<file path="src/hdl/imuwsi_pkg.sv">
// Shared types, constants and job builders for the IMU window slicer.
// Used by imuwsi_front, imuwsi_back and imu_window_slice_interpolate_unit.
package imuwsi_pkg;

   localparam int VALUE_WIDTH     = 32;
   localparam int FRACTION_BITS   = 16;
   localparam int TIME_WIDTH      = 63;
   localparam int NUM_AXES        = 6;
   localparam int DIFF_WIDTH      = TIME_WIDTH + 1;
   localparam int CSR_INDEX_WIDTH = 2;

   localparam logic [CSR_INDEX_WIDTH-1:0] CSR_WINDOW_START = 2'd0;
   localparam logic [CSR_INDEX_WIDTH-1:0] CSR_WINDOW_END   = 2'd1;

   localparam logic [1:0] KIND_START    = 2'd0;
   localparam logic [1:0] KIND_INTERIOR = 2'd1;
   localparam logic [1:0] KIND_END      = 2'd2;

   typedef logic signed [VALUE_WIDTH-1:0] value_type;
   typedef logic [TIME_WIDTH-1:0]         time_type;
   typedef value_type [NUM_AXES-1:0]      axes_type;

   typedef struct packed {
      time_type  sample_time;
      value_type gyro_x;
      value_type gyro_y;
      value_type gyro_z;
      value_type accel_x;
      value_type accel_y;
      value_type accel_z;
      logic      stream_end;
   } req_type;

   typedef struct packed {
      time_type   point_time;
      value_type  out_gyro_x;
      value_type  out_gyro_y;
      value_type  out_gyro_z;
      value_type  out_accel_x;
      value_type  out_accel_y;
      value_type  out_accel_z;
      logic [1:0] point_kind;
      logic       slice_last;
   } rsp_type;

   // One unit of work for the back end: a plain copy or an interpolation.
   typedef struct packed {
      logic       interp;
      logic [1:0] kind;
      logic       last;
      time_type   point_time;
      time_type   before_time;
      time_type   after_time;
      axes_type   before_vals;
      axes_type   after_vals;
   } job_type;

   typedef enum logic [1:0] {
      PH_AWAIT,
      PH_INTERIOR,
      PH_AT_END,
      PH_DONE
   } phase_type;

   typedef enum logic [2:0] {
      BK_IDLE,
      BK_PREP,
      BK_DIV,
      BK_MUL,
      BK_ADD,
      BK_OUT
   } back_state_type;

   function automatic job_type make_copy(time_type pt, axes_type v, logic [1:0] kind,
                                         logic last);
      job_type j;
      j             = '0;
      j.interp      = 1'b0;
      j.kind        = kind;
      j.last        = last;
      j.point_time  = pt;
      j.after_vals  = v;
      return j;
   endfunction

   function automatic job_type make_interp(time_type pt, time_type bt, axes_type bv,
                                           time_type at, axes_type av,
                                           logic [1:0] kind, logic last);
      job_type j;
      j             = '0;
      j.interp      = 1'b1;
      j.kind        = kind;
      j.last        = last;
      j.point_time  = pt;
      j.before_time = bt;
      j.before_vals = bv;
      j.after_time  = at;
      j.after_vals  = av;
      return j;
   endfunction

endpackage

</file>
<file path="src/hdl/imuwsi_front.sv">
// Front end: accepts samples, tracks the window phase and queues result jobs.
// Depends on imuwsi_pkg; feeds imuwsi_back through a two-entry job queue.
module imuwsi_front (
   input  logic                clock,
   input  logic                reset,
   input  logic                req_valid,
   output logic                req_ready,
   input  imuwsi_pkg::req_type req_data,
   input  imuwsi_pkg::time_type win_start,
   input  imuwsi_pkg::time_type win_end,
   output logic                job_valid,
   output imuwsi_pkg::job_type job_data,
   input  logic                job_pop
);
   import imuwsi_pkg::*;

   time_type  prev_time_ff, prev_time_in;
   axes_type  prev_vals_ff, prev_vals_in;
   phase_type phase_ff, phase_in;
   logic [1:0] count_ff, count_in;
   job_type   q_ff [2];
   logic [1:0] q_count_ff;
   logic      q_rd_ff;

   axes_type  cur_vals;
   time_type  t;
   time_type  start_clip;
   logic      prev_valid;
   logic      fin;
   logic      accept;
   job_type   j0, j1;
   logic [1:0] n_jobs;

   assign accept    = req_valid && req_ready;
   assign req_ready = (q_count_ff == 2'd0) && !reset;
   assign job_valid = (q_count_ff != 2'd0);
   assign job_data  = q_ff[q_rd_ff];

   // Classify the incoming word against the held sample and the window.
   always_comb begin
      cur_vals   = {req_data.accel_z, req_data.accel_y, req_data.accel_x,
                    req_data.gyro_z, req_data.gyro_y, req_data.gyro_x};
      fin        = req_data.stream_end;
      prev_valid = (count_ff != 2'd0);
      t          = (prev_valid && req_data.sample_time < prev_time_ff) ?
                   prev_time_ff : req_data.sample_time;
      start_clip = (win_start > prev_time_ff) ? win_start : prev_time_ff;
      j0         = '0;
      j1         = '0;
      n_jobs     = 2'd0;
      phase_in   = phase_ff;
      case (phase_ff)
         PH_AWAIT, PH_INTERIOR: begin
            if (phase_ff == PH_INTERIOR ||
                (prev_valid && t > win_start && t > prev_time_ff)) begin
               if (phase_ff == PH_AWAIT && win_end <= start_clip) begin
                  phase_in = PH_DONE;
               end else begin
                  if (phase_ff == PH_AWAIT) begin
                     j0 = make_interp(start_clip, prev_time_ff, prev_vals_ff, t, cur_vals,
                                      KIND_START, 1'b0);
                  end else begin
                     j0 = make_copy(prev_time_ff, prev_vals_ff, KIND_INTERIOR, 1'b0);
                  end
                  n_jobs = 2'd1;
                  // Place the new sample relative to the end time.
                  if (t > win_end) begin
                     j1       = make_interp(win_end, prev_time_ff, prev_vals_ff, t, cur_vals,
                                            KIND_END, 1'b1);
                     n_jobs   = 2'd2;
                     phase_in = PH_DONE;
                  end else if (fin) begin
                     j1     = make_copy(t, cur_vals, KIND_END, 1'b1);
                     n_jobs = 2'd2;
                  end else begin
                     phase_in = (t == win_end) ? PH_AT_END : PH_INTERIOR;
                  end
               end
            end
         end
         PH_AT_END: begin
            if (t > prev_time_ff) begin
               j0       = make_copy(prev_time_ff, prev_vals_ff, KIND_END, 1'b1);
               n_jobs   = 2'd1;
               phase_in = PH_DONE;
            end else if (fin) begin
               j0     = make_copy(t, cur_vals, KIND_END, 1'b1);
               n_jobs = 2'd1;
            end
         end
         default: begin
         end
      endcase
      // A final sample returns the stream state to its reset values.
      if (fin) begin
         prev_time_in = '0;
         prev_vals_in = '0;
         count_in     = 2'd0;
         phase_in     = PH_AWAIT;
      end else begin
         prev_time_in = t;
         prev_vals_in = cur_vals;
         count_in     = (count_ff == 2'd2) ? 2'd2 : count_ff + 2'd1;
      end
   end

   // Stream state registers.
   always_ff @(posedge clock) begin
      if (reset) begin
         prev_time_ff <= '0;
         prev_vals_ff <= '0;
         phase_ff     <= PH_AWAIT;
         count_ff     <= 2'd0;
      end else if (accept) begin
         prev_time_ff <= prev_time_in;
         prev_vals_ff <= prev_vals_in;
         phase_ff     <= phase_in;
         count_ff     <= count_in;
      end
   end

   // Job queue: filled only when empty, drained one job at a time.
   always_ff @(posedge clock) begin
      if (accept) begin
         q_ff[0] <= j0;
         q_ff[1] <= j1;
      end
   end

   always_ff @(posedge clock) begin
      if (reset) begin
         q_count_ff <= 2'd0;
         q_rd_ff    <= 1'b0;
      end else if (accept) begin
         q_count_ff <= n_jobs;
         q_rd_ff    <= 1'b0;
      end else if (job_pop && job_valid) begin
         q_count_ff <= q_count_ff - 2'd1;
         q_rd_ff    <= ~q_rd_ff;
      end
   end

   a_q_count_range: assert property (@(posedge clock) disable iff (reset)
      q_count_ff != 2'd3) else $error("job queue count out of range");

   a_sample_count_sat: assert property (@(posedge clock) disable iff (reset)
      count_ff != 2'd3) else $error("sample count passed saturation");

   a_done_is_silent: assert property (@(posedge clock) disable iff (reset)
      (accept && phase_ff == PH_DONE) |=> (q_count_ff == 2'd0))
      else $error("jobs queued after the window closed");

endmodule

</file>
<file path="config.mk">
export PLATFORM = sky130hd
export DESIGN_NAME = imuwsi_front
export DESIGN_NICKNAME = d
export VERILOG_FILES = /design/src/hdl/imuwsi_pkg.sv /design/src/hdl/imuwsi_front.sv
export SDC_FILE = /design/constraint.sdc
export NUM_CORES = 2
export LEC_CHECK = 0
export BUFFER_PORTS_ARGS = -buffer_cell sky130_fd_sc_hd__buf_2
export CORE_MARGIN = 5
export CORE_UTILIZATION = 50
export CTS_CLUSTER_SIZE = 40
export DETAILED_ROUTE_END_ITERATION = 16
export HOLD_SLACK_MARGIN = 0.08
export PLACE_DENSITY = 0.71
export SYNTH_ARGS = -nofsm -noshare
export SYNTH_HDL_FRONTEND = slang
export SYNTH_SLANG_ARGS = --single-unit
</file>
<file path="constraint.sdc">
create_clock -name clock -period 82.7 [get_ports clock]
set_input_delay 12.405 -clock clock [delete_from_list [all_inputs] [get_ports clock]]
set_output_delay 12.405 -clock clock [all_outputs]
set_load 0.005 [all_outputs]
</file>
Word level (Yosys, flattened, before mapping)
Memories as Yosys holds them, arrays and structs flattened. A register that Yosys moved wholly into a read port is not among the register bits.
Cells that the tools add are included.
- ROM bits: 0
- memories kept: 1
- input bits: 386
- register bits: 262
- RAM bits: 1154
- latch bits: 0
- output and inout bits: 579
- memories (memory ; words ; width ; read ports ; clocked after memory_dff ; write ports ; line ; text):
    q_ff ; 2 ; 577 ; 1 ; 1 ; 2 ; imuwsi_front.sv:21 ; job_type q_ff [2];
- $lt $le $gt $ge: 6
- muxes and demuxes: 36
- eq/ne operators: 6
- reductions and logical operators: 18
- div/mod/pow operators: 0
- bitwise logic cells: 1
- shifts and indexed selects: 0
- add/subtract/negate cells: 2
- multipliers: 0
- operator list (kind ; count):
    $mux W577 ; 7
    $pmux W577 S2 ; 1
    $mux W576 ; 2
    $gt A63 B63 Y1 ; 4
    $mux W192 ; 1
    $mux W63 ; 3
    $eq A63 B63 Y1 ; 1
    $le A63 B63 Y1 ; 1
    $lt A63 B63 Y1 ; 1
    $mux W2 ; 14
    $pmux W2 S2 ; 2
    $logic_and A1 B1 Y1 ; 7
    $mux W1 ; 6
    $ne A3 B3 Y1 const B ; 2
    $reduce_bool A2 Y1 ; 3
    $eq A2 B2 Y1 const B ; 2
    $logic_not A2 Y1 ; 2
    $reduce_and A4 Y1 ; 1
    $reduce_or A2 Y1 ; 2
    $reduce_bool A3 Y1 ; 1
    $add A2 B1 Y2 const B ; 1
    $eq A2 B1 Y1 const B ; 1
    $sub A2 B1 Y2 const B ; 1
    $logic_not A1 Y1 ; 1
    2 further kinds ; 2

Longest topological paths before layout
- depth in word-level cells: 10
- depth in mapped cells: 26
- mapped depth without buffers: 21

Least setup slack after synthesis
Ideal clock, no wire load.
- path type: input-to-reg
- from: in reset
- to: reg phase_ff[1]
- setup slack: 14953 ps
- buffers on the path: 1
- stages on the path: 4
- arrival: 67571 ps
- library setup time: 176 ps
- required time: 82524 ps
- path through: clkbuf_1 nor2_1 o31ai_1 mux2_2
- longest elaborated chain between the ends: 4
- RTL lines (element ; line ; text):
    start, declared ; imuwsi_front.sv:5 ; input logic reset,
    $logic_not A1 Y1 ; imuwsi_front.sv:35 ; assign req_ready = (q_count_ff == 2'd0) && !reset;
    $logic_and A1 B1 Y1 ; imuwsi_front.sv:35 ;
    $logic_and A1 B1 Y1 ; imuwsi_front.sv:34 ; assign accept = req_valid && req_ready;
    named net accept ; imuwsi_front.sv:30 ; logic accept;
    $reduce_and A4 Y1 (no line) ; - ;
    end signal, assigned ; imuwsi_front.sv:117 ; phase_ff <= phase_in;
    end, declared ; imuwsi_front.sv:19 ; phase_type phase_ff, phase_in;
The timed path passes the listed nets, and every way through them passes these cells.
A chain may end at the register's enable or synchronous reset.

Worst setup path in the final report
- from: in reset
- to: out req_ready
- longest elaborated chain between the ends: 2
- RTL lines (element ; line ; text):
    $logic_not A1 Y1 ; imuwsi_front.sv:35 ;
    $logic_and A1 B1 Y1 ; imuwsi_front.sv:35 ;
    end, declared ; imuwsi_front.sv:7 ; output logic req_ready,
Every way passes these cells.

==> flow_metrics.env <==
export IMPL_startpoint="reset"
export IMPL_io_buffers=964
export IMPL_cts_root_buf="clkbuf_16"
export IMPL_ys_seq_area_share_pct=57.7
export IMPL_via_count=49100
export IMPL_synthMuxAreaShare_pct=11.7
export IMPL_worstMarginPinSlew_ns=1.17
export IMPL_synth_top_family_by_area="multiplexers"
export IMPL_synthDistinctLibCells=70
export IMPL_crit_type="in2out"
export IMPL_cts_tree="done"
export IMPL_vdd_drop_max_uv=20.9
export IMPL_fin_setup_tns_ns=0
export IMPL_power_leakage_nw=32.6
export IMPL_cp_end_kind="output pin"
export IMPL_holdPathStages=2
export IMPL_cts_hold_buf=0
export IMPL_netSwitchingPower_w=0.000495
export IMPL_synth_simple_area_share_pct=9.65
export IMPL_final_common_cell="edfxtp_1"
export IMPL_cellPowerDensity_nw_per_um2=22.6
export IMPL_syn_area_per_cell_um2=12.9
export IMPL_finalClockSkew_ns=0.0530
export IMPL_cts_resized=0
export IMPL_first_pass_iters=8
export IMPL_io_pins=965
export IMPL_clk_latency_ns=0.79
export IMPL_synthFlopType="edfxtp_1"
export IMPL_p_total_w=0.00182
export IMPL_via_per_inst=5.97
export IMPL_netlist_area_um2=69000
export IMPL_start_util_pct=50.3
export IMPL_status="completed"
export IMPL_synth_top_cells_by_area="edfxtp_1 (50%), mux2_2 (9.4%), dfxtp_1 (7.6%), ha_1 (6.9%), and2_1 (5.3%)"
export IMPL_drc=0
export IMPL_clock_fmax_mhz=39.5
export IMPL_worst_r2r_path_depth=23
export IMPL_die_area_um2=146000
export IMPL_nNetsFinal=6983
export IMPL_synth_compound_area_share_pct=10.6
export IMPL_fp_dieW_um=382
export IMPL_grt_util_all_layers_pct=29.6
export IMPL_synth_largest_area_cell="edfxtp_1"
export IMPL_clkTransAtPathRegs_ns=0.05
export IMPL_pwr_share_seq_pct=46.2
export IMPL_drt_iter0_markers=4715
export IMPL_htree_levels=4
export IMPL_pwr_share_comb_pct=16.0
export IMPL_cp_start_kind="input pin"
export IMPL_hold_worst_slack_ns=0.502
export IMPL_internal_power_w=0.00132
export IMPL_p_clk_share_pct=37.7
export IMPL_fillers=11000
export IMPL_postCtsSetupRepairBufs=0
export IMPL_hp_start="count_ff[0]$_SDFFE_PP0P_"
export IMPL_crit_fanout=11
export IMPL_grt_pass1_vias=47800
export IMPL_relSlewSlack_pct=22.1
export IMPL_hold_viol_final=0
export IMPL_synth_top_area_share_pct=50.1
export IMPL_switching_share_pct=27.2
export IMPL_r2r_slack_ns=72.23
export IMPL_synth_edf_count=1151
export IMPL_drive_gt1_share_pct=29.0
export IMPL_cts_buffers=151
export IMPL_routedWlPerCell_um=27.2
export IMPL_hp_class="reg2reg"
export IMPL_die_h_um=382
export IMPL_ys_warnings_count=0
export IMPL_netlist_instances=5367
export IMPL_areaGrowthSynthToFinish_pct=16.8
export IMPL_cts_buffer_depth=3
export IMPL_drtAntennaViolNets=0
export IMPL_setup_violations=0
export IMPL_rsz0062_at_grt="false"
export IMPL_rows=136
export IMPL_overflow=0
export IMPL_place_congestion=0.950
export IMPL_final_cell_mix="edfxtp_1 (1151), buf_2 (964), and2_1 (580)"
export IMPL_antenna_found_initial=118
export IMPL_syn_num_nets=6132
export IMPL_core_um2=137000
export IMPL_grt_pass1_wl_um=323000
export IMPL_grt_max_degree=189
export IMPL_finalWirelength_um=223000
export IMPL_dp_hpwl_um=153000
export IMPL_clock_sinks=1414
export IMPL_cap_viol_max_count=0
export IMPL_fin_crit_ns=25.31
export IMPL_synthArstFlopShare_pct=0
export IMPL_finalCritPeriodShare_pct=30.6
export IMPL_synth_seq_cells=1414
export IMPL_r2r_start="prev_time_ff[62]$_SDFFE_PP0P_"
export IMPL_synth_xor_area_share_pct=0.0254
export IMPL_critical_path_arrival_ns=12.91
export IMPL_finalMaxSlewViolations=0
export IMPL_yosys_area_share_adder_pct=6.87
export IMPL_cp_required_ns=70.30
## critical path: stages
cell and delay [ns]:
buf_2 0.30, nor2_1 0.07, buf_2 0.13
## registers in the layout (all words and copies together) (netlist names), named ones only
name          flops
prev_time_ff     63
prev_vals_ff    192
q_rd_ff           1
q_count_ff        2
count_ff          2
q_ff           1151
phase_ff          2
## layout make-up
type                    instances  area, um2  share of cell area (%)
diodes                         88        220                   0.273
clock buffers                 218       4220                    5.24
clock inverters                65        822                    1.02
inverters                     269       1020                    1.27
multi-input cells            3360      26900                    33.4
flip-flops and latches       1414      39800                    49.4
well taps                    1794       2240                    2.78
repair buffers               1022       5310                    6.59
## cell usage after synthesis (77+ instances only)
master / instances
a21oi_1: 177
a22o_1: 348
and2_1: 580
clkbuf_1: 221
dfxtp_1: 263
edfxtp_1: 1151
ha_1: 379
inv_1: 267
mux2_2: 577
mux2i_1: 158
nand2_1: 77
nor2_1: 358
o22ai_1: 159
## final timing paths
check,to
max reg2reg,q_ff[0][130]$_SDFFCE_PN0P_
min reg2reg,count_ff[0]$_SDFFE_PP0P_
max,req_ready
min,count_ff[0]$_SDFFE_PP0P_
## kinds of logic after synthesis
kind of cell	Yosys count
mux	735
simple gates	1242
buf+inv	593
compound gates	1002
flops	1414
xor+xnor	2
fa+ha+maj	379
## routing by layer
| metal | global-route usage [%] | wire, um | vias up |
|---|---|---|---|
| li1 | - | - | 21900 |
| met1 | 37.3 | 86600 | 24400 |
| met2 | 47.9 | 105000 | 2280 |
| met3 | 7.39 | 20300 | 472 |
| met4 | 14.8 | 11600 | 32 |
| met5 | 0 | 230 | - |
## metrics by stage
| step | utilization [%] | instance area, um2 | instances | worst slack, ns |
|---|---|---|---|---|
| final | 58.7 | 80600 | 8230 | 57.39 |
| after global routing | 58.7 | 80500 | 8203 | 57.36 |
| after CTS | 58.5 | 80400 | 8142 | 57.41 |
| after detailed placement | 54.9 | 75300 | 7859 | 57.41 |
| after global placement | 54.9 | 75300 | 7859 | 57.41 |
| after floorplan | - | 69000 | 5367 | 14.95 |
## power groups by stage
stage               sequential [W]  combinational (W)  clock, W
global route              0.000845           0.000312  0.000727
detailed placement        0.000856           0.000288         0
floorplan                 0.000944           0.000167         0
finish                    0.000841           0.000291  0.000687
CTS                       0.000841           0.000290  0.000697
global placement          0.000853           0.000283         0
Power figures use the tool's default switching activity.
