File: src/hdl/imuwsi_pkg.sv
// Shared types, constants and job builders for the IMU window slicer.
// Used by imuwsi_front, imuwsi_back and imu_window_slice_interpolate_unit.
package imuwsi_pkg;

   localparam int VALUE_WIDTH     = 32;
   localparam int FRACTION_BITS   = 16;
   localparam int TIME_WIDTH      = 63;
   localparam int NUM_AXES        = 6;
   localparam int DIFF_WIDTH      = TIME_WIDTH + 1;
   localparam int CSR_INDEX_WIDTH = 2;

   localparam logic [CSR_INDEX_WIDTH-1:0] CSR_WINDOW_START = 2'd0;
   localparam logic [CSR_INDEX_WIDTH-1:0] CSR_WINDOW_END   = 2'd1;

   localparam logic [1:0] KIND_START    = 2'd0;
   localparam logic [1:0] KIND_INTERIOR = 2'd1;
   localparam logic [1:0] KIND_END      = 2'd2;

   typedef logic signed [VALUE_WIDTH-1:0] value_type;
   typedef logic [TIME_WIDTH-1:0]         time_type;
   typedef value_type [NUM_AXES-1:0]      axes_type;

   typedef struct packed {
      time_type  sample_time;
      value_type gyro_x;
      value_type gyro_y;
      value_type gyro_z;
      value_type accel_x;
      value_type accel_y;
      value_type accel_z;
      logic      stream_end;
   } req_type;

   typedef struct packed {
      time_type   point_time;
      value_type  out_gyro_x;
      value_type  out_gyro_y;
      value_type  out_gyro_z;
      value_type  out_accel_x;
      value_type  out_accel_y;
      value_type  out_accel_z;
      logic [1:0] point_kind;
      logic       slice_last;
   } rsp_type;

   // One unit of work for the back end: a plain copy or an interpolation.
   typedef struct packed {
      logic       interp;
      logic [1:0] kind;
      logic       last;
      time_type   point_time;
      time_type   before_time;
      time_type   after_time;
      axes_type   before_vals;
      axes_type   after_vals;
   } job_type;

   typedef enum logic [1:0] {
      PH_AWAIT,
      PH_INTERIOR,
      PH_AT_END,
      PH_DONE
   } phase_type;

   typedef enum logic [2:0] {
      BK_IDLE,
      BK_PREP,
      BK_DIV,
      BK_MUL,
      BK_ADD,
      BK_OUT
   } back_state_type;

   function automatic job_type make_copy(time_type pt, axes_type v, logic [1:0] kind,
                                         logic last);
      job_type j;
      j             = '0;
      j.interp      = 1'b0;
      j.kind        = kind;
      j.last        = last;
      j.point_time  = pt;
      j.after_vals  = v;
      return j;
   endfunction

   function automatic job_type make_interp(time_type pt, time_type bt, axes_type bv,
                                           time_type at, axes_type av,
                                           logic [1:0] kind, logic last);
      job_type j;
      j             = '0;
      j.interp      = 1'b1;
      j.kind        = kind;
      j.last        = last;
      j.point_time  = pt;
      j.before_time = bt;
      j.before_vals = bv;
      j.after_time  = at;
      j.after_vals  = av;
      return j;
   endfunction

endpackage

File: src/hdl/imuwsi_back.sv
// Back end: runs queued jobs through a bit-serial divider and a shared multiplier.
// Depends on imuwsi_pkg; takes jobs from imuwsi_front and drives the result word.
module imuwsi_back (
   input  logic                clock,
   input  logic                reset,
   input  logic                job_valid,
   input  imuwsi_pkg::job_type job_data,
   output logic                job_pop,
   output logic                rsp_valid,
   input  logic                rsp_ready,
   output imuwsi_pkg::rsp_type rsp_data
);
   import imuwsi_pkg::*;

   localparam int STEP_WIDTH = $clog2(FRACTION_BITS);
   localparam int AXIS_WIDTH = $clog2(NUM_AXES);
   localparam int PROD_WIDTH = VALUE_WIDTH + FRACTION_BITS + 2;

   back_state_type state_ff, state_in;
   job_type   job_ff;
   logic [DIFF_WIDTH-1:0] rem_ff;
   logic [DIFF_WIDTH-1:0] span_ff;
   logic [FRACTION_BITS-1:0] frac_ff;
   logic [STEP_WIDTH-1:0] step_ff;
   logic [AXIS_WIDTH-1:0] axis_ff;
   logic signed [PROD_WIDTH-1:0] prod_ff;
   axes_type  res_ff;
   logic      rsp_valid_ff;
   rsp_type   rsp_ff;

   logic [DIFF_WIDTH:0] r2, r2_sub;
   logic      ge;
   logic signed [VALUE_WIDTH:0] diff;
   logic signed [PROD_WIDTH-1:0] product;
   value_type sum;
   logic      out_load;
   logic      frac_direct;

   assign rsp_valid = rsp_valid_ff;
   assign rsp_data  = rsp_ff;

   // Divider step, multiplier and accumulate for the current axis.
   always_comb begin
      r2      = {rem_ff, 1'b0};
      ge      = (r2 >= {1'b0, span_ff});
      r2_sub  = r2 - {1'b0, span_ff};
      diff    = $signed({job_ff.after_vals[axis_ff][VALUE_WIDTH-1],
                         job_ff.after_vals[axis_ff]}) -
                $signed({job_ff.before_vals[axis_ff][VALUE_WIDTH-1],
                         job_ff.before_vals[axis_ff]});
      product = PROD_WIDTH'(diff * $signed({1'b0, frac_ff}));
      sum     = job_ff.before_vals[axis_ff] + prod_ff[FRACTION_BITS +: VALUE_WIDTH];
      frac_direct = (span_ff == '0) || (rem_ff >= span_ff);
   end

   // Next state.
   always_comb begin
      state_in = state_ff;
      case (state_ff)
         BK_IDLE: if (job_valid) state_in = job_data.interp ? BK_PREP : BK_OUT;
         BK_PREP: state_in = frac_direct ? BK_MUL : BK_DIV;
         BK_DIV:  if (step_ff == STEP_WIDTH'(FRACTION_BITS - 1)) state_in = BK_MUL;
         BK_MUL:  state_in = BK_ADD;
         BK_ADD:  state_in = (axis_ff == AXIS_WIDTH'(NUM_AXES - 1)) ? BK_OUT : BK_MUL;
         BK_OUT:  if (!rsp_valid_ff || rsp_ready) state_in = BK_IDLE;
         default: state_in = BK_IDLE;
      endcase
   end

   // Control outputs.
   always_comb begin
      job_pop  = (state_ff == BK_IDLE) && job_valid;
      out_load = (state_ff == BK_OUT) && (!rsp_valid_ff || rsp_ready);
   end

   always_ff @(posedge clock) begin
      if (reset) begin
         state_ff <= BK_IDLE;
      end else begin
         state_ff <= state_in;
      end
   end

   // Work registers.
   always_ff @(posedge clock) begin
      if (job_pop) begin
         job_ff  <= job_data;
         rem_ff  <= {1'b0, job_data.point_time} - {1'b0, job_data.before_time};
         span_ff <= {1'b0, job_data.after_time} - {1'b0, job_data.before_time};
         res_ff  <= job_data.after_vals;
         step_ff <= '0;
         axis_ff <= '0;
      end
      if (state_ff == BK_PREP) begin
         frac_ff <= (span_ff != '0 && rem_ff >= span_ff) ? '1 : '0;
      end
      if (state_ff == BK_DIV) begin
         rem_ff  <= ge ? r2_sub[DIFF_WIDTH-1:0] : r2[DIFF_WIDTH-1:0];
         frac_ff <= {frac_ff[FRACTION_BITS-2:0], ge};
         step_ff <= step_ff + STEP_WIDTH'(1);
      end
      if (state_ff == BK_MUL) begin
         prod_ff <= product;
      end
      if (state_ff == BK_ADD) begin
         res_ff[axis_ff] <= sum;
         axis_ff         <= axis_ff + AXIS_WIDTH'(1);
      end
   end

   // Result register.
   always_ff @(posedge clock) begin
      if (out_load) begin
         rsp_ff.point_time  <= job_ff.point_time;
         rsp_ff.out_gyro_x  <= res_ff[0];
         rsp_ff.out_gyro_y  <= res_ff[1];
         rsp_ff.out_gyro_z  <= res_ff[2];
         rsp_ff.out_accel_x <= res_ff[3];
         rsp_ff.out_accel_y <= res_ff[4];
         rsp_ff.out_accel_z <= res_ff[5];
         rsp_ff.point_kind  <= job_ff.kind;
         rsp_ff.slice_last  <= job_ff.last;
      end
   end

   always_ff @(posedge clock) begin
      if (reset) begin
         rsp_valid_ff <= 1'b0;
      end else if (out_load) begin
         rsp_valid_ff <= 1'b1;
      end else if (rsp_ready) begin
         rsp_valid_ff <= 1'b0;
      end
   end

   a_div_only_interp: assert property (@(posedge clock) disable iff (reset)
      (state_ff == BK_DIV || state_ff == BK_MUL) |-> job_ff.interp)
      else $error("arithmetic running on a copy job");

   a_load_shows: assert property (@(posedge clock) disable iff (reset)
      out_load |=> rsp_valid_ff) else $error("loaded result not presented");

   a_add_after_mul: assert property (@(posedge clock) disable iff (reset)
      (state_ff == BK_ADD) |-> ($past(state_ff) == BK_MUL))
      else $error("accumulate without a product");

endmodule

File: config.mk
export PLATFORM = sky130hd
export DESIGN_NAME = imuwsi_back
export DESIGN_NICKNAME = d
export VERILOG_FILES = /design/src/hdl/imuwsi_pkg.sv /design/src/hdl/imuwsi_back.sv
export SDC_FILE = /design/constraint.sdc
export NUM_CORES = 2
export LEC_CHECK = 0
export BUFFER_PORTS_ARGS = -buffer_cell sky130_fd_sc_hd__clkbuf_2
export CORE_UTILIZATION = 40
export DETAILED_ROUTE_END_ITERATION = 6
export GPL_ROUTABILITY_DRIVEN = 0
export PLACE_DENSITY_LB_ADDON = 0.15
export SETUP_SLACK_MARGIN = 0.02
export SLEW_MARGIN = 20
export SYNTH_ARGS = -nofsm -noshare
export SYNTH_HDL_FRONTEND = slang
export SYNTH_SLANG_ARGS = --single-unit
File: constraint.sdc
create_clock -name clock -period 17.1 [get_ports clock]
set_input_delay 0.855 -clock clock [delete_from_list [all_inputs] [get_ports clock]]
set_output_delay 0.855 -clock clock [all_outputs]
set_load 0.005 [all_outputs]
# Yosys cells after proc, flatten, opt, wreduce, memory -nomap -nowiden
# Cells that the tools add are included.
# word_totals
input_bits,581
word_cells,103
reg_bits,1103
output_inout_bits,260
# op_classes
order_cmp,4
reduce_logical,15
multipliers,1
n_mux,28
n_eq_ne,10
addsub,7
# ops
op,n
2-to-1 mux 192 bit,2
binary-select mux 32 bit (select 3 bit),2
bitwise mux 192 bit,1
2-to-1 mux 64 bit,3
subtractor 63 x 63 -> 64 bit,2
demux 32 bit (select 3 bit),1
2-to-1 mux 32 bit,3
>= comparator 65 x 64 -> 1 bit,1
>= comparator 64 bit,1
zero test 64 bit,1
nonzero test 64 bit,1
subtractor 64 bit,1
multiplier 33 x 17 -> 48 bit,1
2-to-1 mux 16 bit,3
subtractor 32 x 32 -> 33 bit,1
adder 32 bit,1
2-to-1 mux 3 bit,7
case mux 3 bit (6 select lines),1
"== test 3 bit, second input constant",3
2-to-1 mux 4 bit,2
nonzero test 2 bit,4
"== test 3 x 2 -> 1 bit, second input constant",2
"inequality test 2 bit, second input constant",3
"adder 4 x 1 -> 4 bit, second input constant",1
11 further kinds,17

# Depth between registers and ports, before layout
# logic_depth
ltp_word,6
depth_mapped,46
mapped_depth_nobuf,44

# Least setup slack after synthesis
# No wires, ideal clock.
# synth_path
kind,input to register
start,in job_valid
end,reg job_ff[0] in the netlist's numbering (enable)
t_arrival_ns,15.636
slack_ns,0.383
n_path_buf,2
setup_ns,1.081
path_stages,5
required_time_ns,16.019
path_cell_list,nand2b_1 -> or3_1 -> inv_1 -> clkbuf_1 -> clkbuf_1
# synth_via
elab_chain_len,1
# synth_lines
element,line_no,source
from (decl),imuwsi_back.sv:6,"input logic job_valid,"
logical AND 1 bit,imuwsi_back.sv:72,job_pop = (state_ff == BK_IDLE) && job_valid;
via job_pop,imuwsi_back.sv:8,"output logic job_pop,"
to (signal assigned),imuwsi_back.sv:87,job_ff <= job_data;
to (decl),imuwsi_back.sv:20,job_type job_ff;
# The timed path passes the listed nets, and every way through them passes these cells.
# A chain may end at the register's enable or synchronous reset.

# Worst setup path after layout
# layout_path
start,reg axis_ff[2]
end,"reg prod_ff[47], data pin"
# layout_via
elab_chain_len,4
word_cells_on_any_way,6
classes_between,add/sub (1); mul (1); mux (4)
# layout_lines
element,line_no,source
from (decl),imuwsi_back.sv:25,logic [AXIS_WIDTH-1:0] axis_ff;
from (signal assigned),imuwsi_back.sv:107,axis_ff <= axis_ff + AXIS_WIDTH'(1);
"binary-select mux 32 bit (select 3 bit), on equally long branches",n/a,
"2-to-1 mux 32 bit, on equally long branches",n/a,
subtractor 32 x 32 -> 33 bit *,imuwsi_back.sv:48,job_ff.after_vals[axis_ff]}) -
multiplier 33 x 17 -> 48 bit *,imuwsi_back.sv:51,"product = PROD_WIDTH'(diff * $signed({1'b0, frac_ff}));"
via product[47],imuwsi_back.sv:34,logic signed [PROD_WIDTH-1:0] product;
to (signal assigned),imuwsi_back.sv:103,prod_ff <= product;
to (decl),imuwsi_back.sv:26,logic signed [PROD_WIDTH-1:0] prod_ff;
# The timed path passes the listed nets; every way through them passes the cells marked *. The select of a mux whose other input is x is not followed.

==> reports/metrics.csv <==
metric,value,unit
die footprint,180000,sq um
Tot GR Track Use,26.3,%
IO Port Bufs,840,
layout cell share with drive strength beyond 1,15.4,%
critical path's slowest cell,a221oi_1,
DIE WIDTH,424,um
simple-gate portion of the synthesized area,13.1,%
Synth Cell Area,71200,sq um
die span in y,424,um
worst skew pair latency,0.81,ns
Layout area overhead,15.5,%
overflow left after global routing,0,
final-layout fill cell count,16800,
FF/Latch Area,30700,sq um
global-route wire length before repair,353,mm
number of synthesized flops with an enable pin,891,
final WL,242,mm
Seq cells post-synth,1087,
mux cell area share after synthesis,0.341,%
pre-CTS WS,5.25,ns
antenna violations before repair,37,
outcome,"finished, violations left",
largest net degree at the start of global routing,189,
hpwl dp,186,mm
Yosys top cell by area,edfxtp_1,
standard-cell row count,154,
Worst path max stage delay,0.59,ns
post-CTS resize count,0,
CTS buffer count,117,
H-tree depth,3,
"antenna viol nets, final",0,
Worst Path Arrival,12.09,ns
initial drt markers,4384,
placed cell areas,78200,sq um
vias post-DR,54600,
Synth Flop Type,edfxtp_1,
Final Setup Violations,0,
RSZ-0062 raised after global routing,false,
fmax,86.4,MHz
max-cap violation count,0,
syn_area_per_cell,10.4,sq um
final clock skew,0.0913,ns
crit path max fanout,39,
Clock Sink Count,1087,
CTS tree,done,
min Tclk post-route,11.57,ns
Area contributors post-synth,"edfxtp_1, fa_1, ha_1",
fin nets,9125,
failing checks,design-rule violations,
Worst setup EP type,flop,
Post-Synth Adder-Cell Area,21.4,%
Cells after Synth,6855,
Post-synth ARST share,0,%
vias in the first global route,54900,
YS warnings,0,
clk slew on worst S/H paths,0.06,ns
sequential fraction of the synthesis area,43.1,%
CORE AREA,176000,sq um
Max-Slew Margin vs Limit,20.6,%
Detailed Routing Iterations Pass 1,7,
routed len/inst,24.0,um
DRC,142,
"Req. time, crit path",17.62,ns
Worst setup SP type,flop,
Compound-Gate Fraction of Synth Area,13.1,%
Boundary Pins,841,
largest family of logic cells by synthesized area,adder cells,
Post-synth top cells,"nand2_1, edfxtp_1, inv_1",
CTS hold repair buffers,0,
XOR/XNOR Fraction of Synth Area,3.38,%
root buffer cell,clkbuf_16,
Max clock buf depth,3,
area occupied by multi-input gates,36700,sq um
final hold violation count,0,
worst slew pin tran,1.19,ns
Post-CTS Setup Inserts,0,
Synth top area share,37.6,%
crit path kind,reg -> reg,
worst setup margin,5.53,ns
cell with the most instances after synthesis,nand2_1,
Tcrit/Tclk final,67.6,%
Initial Utilization,40.3,%
Setup TNS Final,0,ns
Hold Crit Class,in -> reg,
DR vias/cell,5.41,
"Slew Viols, Final",0,
"Design Area, Final",82200,sq um
Syn Nets,8357,
Min Hold Slack,0.219,ns
Yosys cell types,83,
[cells in the final DEF (no fill, tap or decap), types with 18 or more instances in the layout]
cell / netlist / routed
o21a_1: 43 / 43
a221oi_1: 44 / 44
a21o_1: 182 / 182
and3_1: 34 / 33
dfxtp_1: 196 / 196
a31oi_1: 126 / 126
clkinv_2: 0 / 18
clkbuf_16: 0 / 119
clkinv_1: 0 / 20
buf_4: 2 / 94
nor4_1: 21 / 20
fa_1: 488 / 488
a21oi_1: 356 / 354
mux2i_1: 22 / 22
and2_1: 249 / 249
edfxtp_1: 891 / 891
nand2b_1: 58 / 58
xor2_1: 100 / 97
inv_1: 766 / 765
a211oi_1: 56 / 56
diode_2: 0 / 24
nand3_1: 83 / 83
clkbuf_1: 254 / 28
nor2b_1: 64 / 63
nor2_1: 325 / 324
o21bai_1: 41 / 41
o211ai_1: 21 / 21
a22oi_1: 152 / 152
clkbuf_2: 0 / 840
o21ai_0: 260 / 260
nor3_1: 51 / 47
nand2_1: 1045 / 1038
ha_1: 433 / 433
xnor2_1: 175 / 165
nand4_1: 60 / 60
[through the flow]
step	utilization [%]	cells
3_5_place_dp	44.3	9843
6_report	46.6	10100
5_1_grt	46.6	10100
3_3_place_gp	44.3	9841
2_1_floorplan	-	6855
4_1_cts	46.5	10100
[path summary, 6_finish.rpt]
path                  from  cells past startpoint            end  slack (ns)
min reg2reg    job_ff[554]                      0  rsp_data[239]        0.37
max             axis_ff[2]                     40    prod_ff[47]        5.53
min          job_data[575]                      1    job_ff[575]        0.22
max reg2reg     axis_ff[2]                     40    prod_ff[47]        5.53
[per-layer routing]
metal / wire length [um] / share of wire [%] / GRT usage [%]
met1: 96600 / 40 / 32.4
met2: 119000 / 49 / 45.6
met3: 15400 / 6.4 / 4.17
met4: 10600 / 4.4 / 11.0
met5: 47 / 0.019 / 0
[final cells by class]
type | count | share of cell area (%)
inverter | 766 | 3.51
antenna | 24 | 0.0730
tap | 2340 | 3.56
sequential | 1087 | 37.3
multi-input combinational | 4713 | 44.7
clock inverter | 64 | 0.899
clock buffer | 158 | 3.93
timing repair buffer | 938 | 6.03
[worst max-delay path: cells and delay by family, from the launching register on]
| family | cells | cell delay (ns) |
|---|---|---|
| compound gates | 18 | 4.90 |
| fa+ha+maj | 8 | 3.80 |
| buf+inv | 8 | 0.98 |
| simple gates | 4 | 0.69 |
| flops | 1 | 0.52 |
| xor+xnor | 2 | 0.38 |
[logic make-up (layout without fill, tap and decap cells)]
group / Yosys count / after routing
multiplexers: 24 / 24
AND/OR/NAND/NOR: 2054 / 2054
AO/OA/AOI/OAI: 1436 / 1436
buffers and inverters: 1055 / 1926
other: 0 / 24
flip-flops: 1087 / 1087
XOR/XNOR: 275 / 275
adder cells (fa/ha/maj): 924 / 924
[state kept, by name (all words and copies together), names as in the netlist]
signal	flops
job_ff	450
rsp_data	258
res_ff	192
rem_ff	64
span_ff	64
prod_ff	32
frac_ff	16
step_ff	4
axis_ff	3
state_ff	3
rsp_valid	1
Power is left out: the tool's default activity adds up to more than one toggle a clock period on the data nets, which glitch-free logic cannot reach.
